**config.mk**
```make
export PLATFORM = sky130hd
export DESIGN_NAME = stable_min_priority_queue_top
export DESIGN_NICKNAME = d
export VERILOG_FILES = /design/src/hw/rtl/spq_pkg.sv /design/src/hw/rtl/spq_cell.sv /design/src/hw/rtl/stable_min_priority_queue_top.sv
export VERILOG_INCLUDE_DIRS = /design/src /design/src/hw/rtl
export SDC_FILE = /design/constraint.sdc
export NUM_CORES = 2
export LEC_CHECK = 0
export ABC_AREA = 1
export BUFFER_PORTS_ARGS = -buffer_cell sky130_fd_sc_hd__buf_2
export CAP_MARGIN = 20
export CORE_ASPECT_RATIO = 0.8
export CORE_MARGIN = 2
export CORE_UTILIZATION = 30
export CTS_BUF_LIST = sky130_fd_sc_hd__clkbuf_16
export CTS_CLUSTER_SIZE = 14
export DETAILED_ROUTE_END_ITERATION = 8
export PLACE_DENSITY = 0.45
export SYNTH_ARGS = -nofsm -noshare
export SYNTH_HDL_FRONTEND = slang
export SYNTH_HIERARCHICAL = 1
export SYNTH_SLANG_ARGS = --single-unit
```
**constraint.sdc**
```tcl
create_clock -name i_clk -period 27.5 [get_ports i_clk]
set_clock_uncertainty 0.1 [all_clocks]
set_input_delay 5.5 -clock i_clk [delete_from_list [all_inputs] [get_ports i_clk]]
set_output_delay 5.5 -clock i_clk [all_outputs]
set_load 0.01 [all_outputs]
```
**src/hw/rtl/assert_macros.svh**
```systemverilog
// Assertion macros for the priority queue RTL.
// Depends on nothing; expects i_clk and i_rst_n in the including module.
`ifndef ASSERT_MACROS_SVH
`define ASSERT_MACROS_SVH

// Plain property, checked out of reset.
`define SPQ_ASSERT(lbl, prop, msg) \
    lbl: assert property (@(posedge i_clk) disable iff (!i_rst_n) (prop)) else $error(msg);

// Same-cycle implication.
`define SPQ_ASSERT_IMP(lbl, ante, cons, msg) \
    lbl: assert property (@(posedge i_clk) disable iff (!i_rst_n) (ante) |-> (cons)) \
        else $error(msg);

// Next-cycle implication.
`define SPQ_ASSERT_NXT(lbl, ante, cons, msg) \
    lbl: assert property (@(posedge i_clk) disable iff (!i_rst_n) (ante) |=> (cons)) \
        else $error(msg);

`endif

```
**src/hw/rtl/spq_pkg.sv**
```systemverilog
// Shared constants and types for the sorted priority queue.
// No dependencies.
package spq_pkg;

    localparam int Depth = 16;
    localparam int DataW = 32;
    localparam int PrioW = 32;
    localparam int CntW  = $clog2(Depth + 1);

    localparam logic ReqInsert  = 1'b0;
    localparam logic ReqExtract = 1'b1;

    typedef struct packed {
        logic [DataW-1:0] value;
        logic [PrioW-1:0] prio;
    } t_entry;

    typedef struct packed {
        logic             ins;
        logic             ext;
        logic [DataW-1:0] value;
        logic [PrioW-1:0] prio;
    } t_cell_ctl;

endpackage

```
**src/hw/rtl/spq_cell.sv**
```systemverilog
// One slot of the sorted chain: holds an entry, shifts toward either neighbor.
// Depends on spq_pkg.
module spq_cell
    import spq_pkg::*;
(
    input  logic      i_clk,
    input  t_cell_ctl i_ctl,
    input  logic      i_valid,
    input  logic      i_prev_gt,
    input  t_entry    i_prev,
    input  t_entry    i_next,
    output t_entry    o_entry,
    output t_entry    o_next_entry,
    output logic      o_gt
);

    t_entry r_entry;
    t_entry n_entry;
    logic   w_gt;

    // new entry belongs at or before this slot
    assign w_gt = !i_valid || (r_entry.prio > i_ctl.prio);

    always_comb begin
        n_entry = r_entry;
        if (i_ctl.ins) begin
            if (w_gt) begin
                if (i_prev_gt) begin
                    n_entry = i_prev;
                end else begin
                    n_entry.value = i_ctl.value;
                    n_entry.prio  = i_ctl.prio;
                end
            end
        end else if (i_ctl.ext) begin
            n_entry = i_next;
        end
    end

    always_ff @(posedge i_clk) begin
        r_entry <= n_entry;
    end

    assign o_entry      = r_entry;
    assign o_next_entry = n_entry;
    assign o_gt         = w_gt;

endmodule

```
**src/hw/rtl/stable_min_priority_queue_top.sv**
```systemverilog
// Stable min priority queue: chain of sorted cells plus fill count and result register.
// The result beat is registered and presented in the cycle after its request beat is accepted.
// Throughput: one request per cycle unless a held result is not taken; every cell compares
// against the broadcast priority and shifts in the same cycle, and the result register holds each result beat.
// Reset (synchronous, active low) empties the queue and drops any pending result.
// Depends on spq_pkg, spq_cell and assert_macros.svh.
`include "assert_macros.svh"
module stable_min_priority_queue_top
    import spq_pkg::*;
(
    input  logic         i_clk,
    input  logic         i_rst_n,
    input  logic         i_s_tvalid,
    output logic         o_s_tready,
    input  logic [63:0]  i_s_tdata,   // [31:0] in_value, [63:32] in_priority
    input  logic         i_s_tuser,   // [0] req_type
    output logic         o_m_tvalid,
    input  logic         i_m_tready,
    output logic [127:0] o_m_tdata,   // [31:0] out_value, [63:32] out_priority,
                                      // [95:64] head_value, [127:96] head_priority
    output logic [2:0]   o_m_tuser    // [0] out_valid, [1] queue_empty, [2] full_drop
);

    logic [CntW-1:0] r_count;
    logic [CntW-1:0] n_count;
    logic            r_tvalid;
    logic [127:0]    r_tdata;
    logic [2:0]      r_tuser;

    logic      w_fire;
    logic      w_full;
    logic      w_empty;
    logic      w_ins_req;
    t_cell_ctl w_ctl;

    t_entry w_entry [Depth];
    t_entry w_next  [Depth];
    logic   w_gt    [Depth];

    t_entry w_head;
    logic   w_drop;

    assign o_s_tready = !r_tvalid || i_m_tready;
    assign w_fire     = i_s_tvalid && o_s_tready;
    assign w_full     = (r_count == CntW'(Depth));
    assign w_empty    = (r_count == '0);
    assign w_ins_req  = (i_s_tuser == ReqInsert);

    always_comb begin
        w_ctl.ins   = w_fire && w_ins_req && !w_full;
        w_ctl.ext   = w_fire && (i_s_tuser == ReqExtract) && !w_empty;
        w_ctl.value = DataW'(i_s_tdata[31:0]);
        w_ctl.prio  = i_s_tdata[63:32];
    end

    for (genvar gi = 0; gi < Depth; gi++) begin : g_cell
        t_entry w_prev_e;
        t_entry w_next_e;
        logic   w_prev_gt;

        if (gi == 0) begin : g_first
            assign w_prev_e  = '0;
            assign w_prev_gt = 1'b0;
        end else begin : g_mid
            assign w_prev_e  = w_entry[gi-1];
            assign w_prev_gt = w_gt[gi-1];
        end

        if (gi == Depth - 1) begin : g_last
            assign w_next_e = '0;
        end else begin : g_inner
            assign w_next_e = w_entry[gi+1];
        end

        spq_cell u_cell (
            .i_clk        (i_clk),
            .i_ctl        (w_ctl),
            .i_valid      (CntW'(gi) < r_count),
            .i_prev_gt    (w_prev_gt),
            .i_prev       (w_prev_e),
            .i_next       (w_next_e),
            .o_entry      (w_entry[gi]),
            .o_next_entry (w_next[gi]),
            .o_gt         (w_gt[gi])
        );
    end

    always_comb begin
        n_count = r_count;
        if (w_ctl.ins) begin
            n_count = r_count + CntW'(1);
        end else if (w_ctl.ext) begin
            n_count = r_count - CntW'(1);
        end
    end

    assign w_head = (n_count != '0) ? w_next[0] : '0;
    assign w_drop = w_fire && w_ins_req && w_full;

    always_ff @(posedge i_clk) begin
        if (!i_rst_n) begin
            r_count  <= '0;
            r_tvalid <= 1'b0;
        end else begin
            r_count <= n_count;
            if (w_fire) begin
                r_tvalid <= 1'b1;
            end else if (i_m_tready) begin
                r_tvalid <= 1'b0;
            end
        end
    end

    always_ff @(posedge i_clk) begin
        if (w_fire) begin
            r_tdata[31:0]   <= w_ctl.ext ? 32'(w_entry[0].value) : 32'd0;
            r_tdata[63:32]  <= w_ctl.ext ? w_entry[0].prio : 32'd0;
            r_tdata[95:64]  <= 32'(w_head.value);
            r_tdata[127:96] <= w_head.prio;
            r_tuser         <= {w_drop, (n_count == '0), w_ctl.ext};
        end
    end

    assign o_m_tvalid = r_tvalid;
    assign o_m_tdata  = r_tdata;
    assign o_m_tuser  = r_tuser;

    `SPQ_ASSERT(a_count_bound, r_count <= CntW'(Depth), "fill count above depth")
    `SPQ_ASSERT_NXT(a_full_drop, w_drop,
        (r_count == $past(r_count)) && o_m_tuser[2], "full insert changed queue")
    `SPQ_ASSERT_NXT(a_empty_extract, w_fire && !w_ins_req && w_empty,
        !o_m_tuser[0] && (r_count == '0), "extract on empty returned data")
    `SPQ_ASSERT_IMP(a_empty_flag, r_tvalid, o_m_tuser[1] == (r_count == '0),
        "empty flag disagrees with fill count")

endmodule

```
==> impl_metrics.yaml <==
timing:
  finalSetupViolCount: 0
  max_freq_mhz: 87.0
  rsz0062_at_grt: "no"
  hold_violations: 0
  final.setup.tns_ns: 0
  worstMarginPinSlew_ns: 1.13
  min_period_ns: 11.50
  maxSlewViolCount: 0
  setup_ws_ns: 16.00
  slew_headroom_pct: 24.8
  hold_slack_ns: 0.370
  period_share_pct: 41.8
synth:
  syn_area_per_cell_um2: 6.99
  synthTopCellsByArea: "dfxtp_1 (22%), a21oi_1 (9.2%), nand3_2 (8.9%)"
  synthesis.yosys.warnings: 6
  synthArstFlopShare_pct: 0
  synth.distinct_cells: 33
  synth_top_cell_by_area: "dfxtp_1"
  synth.top_cell.area_share_pct: 21.8
  synth_flop_cell: "dfxtp_1"
  seq_area_frac_synth_pct: 26.0
  syn_inst: 13500
  synth_area_um2: 94400
  synth_edf_count: 131
  ys_ff_latch: 1161
global_route:
  grt_antenna_before_repair: 7
  grt_pass1_wl_um: 451000
  globalRouteTotalUtil_pct: 17.1
  grt_pass1_vias: 74600
  grt_max_degree: 165
  grt_overflow: 0
clock_tree:
  clockBufferDepth: 4
  post_cts_buffers: 0
  cts_tree: "yes"
  path_clk_slew_ns: 0.06
  h-tree-depth: 4
  clock-root-buffer: "clkbuf_16"
  hold_buffers: 0
  postCtsResizedCells: 0
  worst_skew_pair.late_latency_ns: 0.85
  cts_sinks: 1161
  cts_buffers: 156
setup_path:
  rrSetupSlack_ns: 20.74
  start_kind: "input port"
  cp-startpoint: "i_m_tready"
  r2r_start: "r_count[0]$_SDFF_PN0_"
  reg2reg_depth: 13
  cp_max_fo: 5
  crit_arrival_ns: 5.90
  cp-endpoint: "o_s_tready"
  regToRegEndpoint: "g_cell[13].u_cell/o_entry[16]$_DFF_P_"
  critPathRequiredTime_ns: 21.90
  endpoint_kind: "output pin"
  critical_path_class: "in2out"
hold_path:
  min_path_type: "reg2reg"
detailed_routing:
  first_iter_violations: 7020
  drcViolationCount: 0
  drt_first_pass_iters: 5
  antenna_left: 0
  vias: 80500
  routed_wl_um: 282000
  via_per_inst: 4.62
  avgRoutedWirePerCell_um: 16.2
final_layout:
  fin_area_um2: 101000
  nets: 13700
  final_core_util_pct: 32.1
  layoutNonFillerInstCount: 17400
  fillers: 34300
  area_growth_pct: 6.75
  layout-drive-gt1-share_pct: 17.9
status:
  outcome: "finished, final reports clean"
die:
  core_um2: 314000
  fp-row-count: 184
  die_x_um: 631
  die-height_um: 506
  die-area_um2: 319000
  io_pins: 202
  start_util_pct: 30.1
placement:
  dpl_cell_area_um2: 96000
  port_buffers: 201
  place_hpwl_um: 199000
  dp_slack_ns: 16.00
  place_congestion: 0.787
  dp_cells: 17200
power:
  powerDensity_nw_per_um2: 106
  p_total_mw: 10.7
  leakage_nw: 50.4
  vdd_drop_max_mv: 0.0608
run:
  maxCapViolations: 0
-- where the power goes --
group,internal (mW),switching (mW)
clock,1.15,0.840
sequential,2.56,0.930
combinational,1.97,3.27
-- layer usage --
layer	global-route usage, %	wire (um)	up-vias
li1	-	-	43700
met1	29.6	168000	35100
met2	21.8	98800	1412
met3	1.76	11100	229
met4	2.69	4000	6
met5	0	31	-
-- sequential cells by signal, summed over array words and instances (netlist names) --
register,cells
r_count,5
o_m_tvalid,1
o_m_tuser,3
o_m_tdata,128
g_cell.u_cell/o_entry,1024
-- area by class of cell --
type	count	area, um2	area share (%)
Multi-Input combinational cell	9676	57300	56.9
Antenna cell	2	5.00	0.00497
Inverter	1813	6830	6.77
Clock inverter	96	668	0.663
Timing Repair Buffer	328	2120	2.10
Clock buffer	162	4050	4.02
Tap cell	4185	5240	5.20
Sequential cell	1161	24600	24.4
-- cell usage after synthesis (76+ instances only) --
| cell type | instances |
|---|---|
| buf_6 | 87 |
| inv_2 | 76 |
| mux2i_1 | 528 |
| ha_1 | 516 |
| nor2_1 | 699 |
| buf_2 | 146 |
| buf_4 | 123 |
| buf_12 | 91 |
| dfxtp_1 | 1030 |
| edfxtp_1 | 131 |
| a21oi_1 | 1735 |
| nand2_1 | 1935 |
| nand3_2 | 840 |
| o21ai_0 | 1057 |
| inv_1 | 1736 |
| nand3_1 | 1254 |
| clkbuf_1 | 461 |
| nand2_2 | 831 |
-- kinds of logic (layout without fill, tap and decap cells) --
family	count (synthesis)	count (layout)	share of synthesized area [%]
AOI/OAI and AO/OA	2837	2837	15.1
xor gates and xnor gates	1	1	0.00928
adders and majority gates	516	516	6.84
buffers and inverters	2789	2399	14.1
DFF	1161	1161	26.0
muxes	528	528	5.60
other	1	131	0.00397
and+or+nand+nor	5665	5665	32.3
-- worst max-delay path: stages --
cell	delay, ns
buf_2	0.10
inv_2	0.07
nand2_2	0.08
buf_2	0.15
-- cell usage in the layout (no fill, tap or decap), types with 60 or more instances in the layout --
cell type,n
nor2_1,698
ha_1,516
inv_2,80
nand2_2,831
nor2_2,60
o21ai_0,1052
inv_1,1756
nand3_2,840
edfxtp_1,131
dfxtp_1,1029
mux2i_1,528
a21oi_1,1734
nand3_1,1253
conb_1,129
buf_2,201
nand2_1,1930
buf_4,116
clkbuf_16,162
-- how the worst min path moves through the flow --
stage                                          startpoint                               endpoint  cells past startpoint
global placement    g_cell[15].u_cell/o_entry[46]$_DFF_P_  g_cell[14].u_cell/o_entry[46]$_DFF_P_                      2
CTS                 g_cell[15].u_cell/o_entry[57]$_DFF_P_  g_cell[14].u_cell/o_entry[57]$_DFF_P_                      2
floorplan           g_cell[15].u_cell/o_entry[53]$_DFF_P_  g_cell[14].u_cell/o_entry[53]$_DFF_P_                      2
detailed placement  g_cell[15].u_cell/o_entry[37]$_DFF_P_  g_cell[14].u_cell/o_entry[37]$_DFF_P_                      2
finish              g_cell[15].u_cell/o_entry[37]$_DFF_P_  g_cell[14].u_cell/o_entry[37]$_DFF_P_                      2
global route        g_cell[15].u_cell/o_entry[37]$_DFF_P_  g_cell[14].u_cell/o_entry[37]$_DFF_P_                      2
No activity file was read; power rests on OpenSTA's default activity.
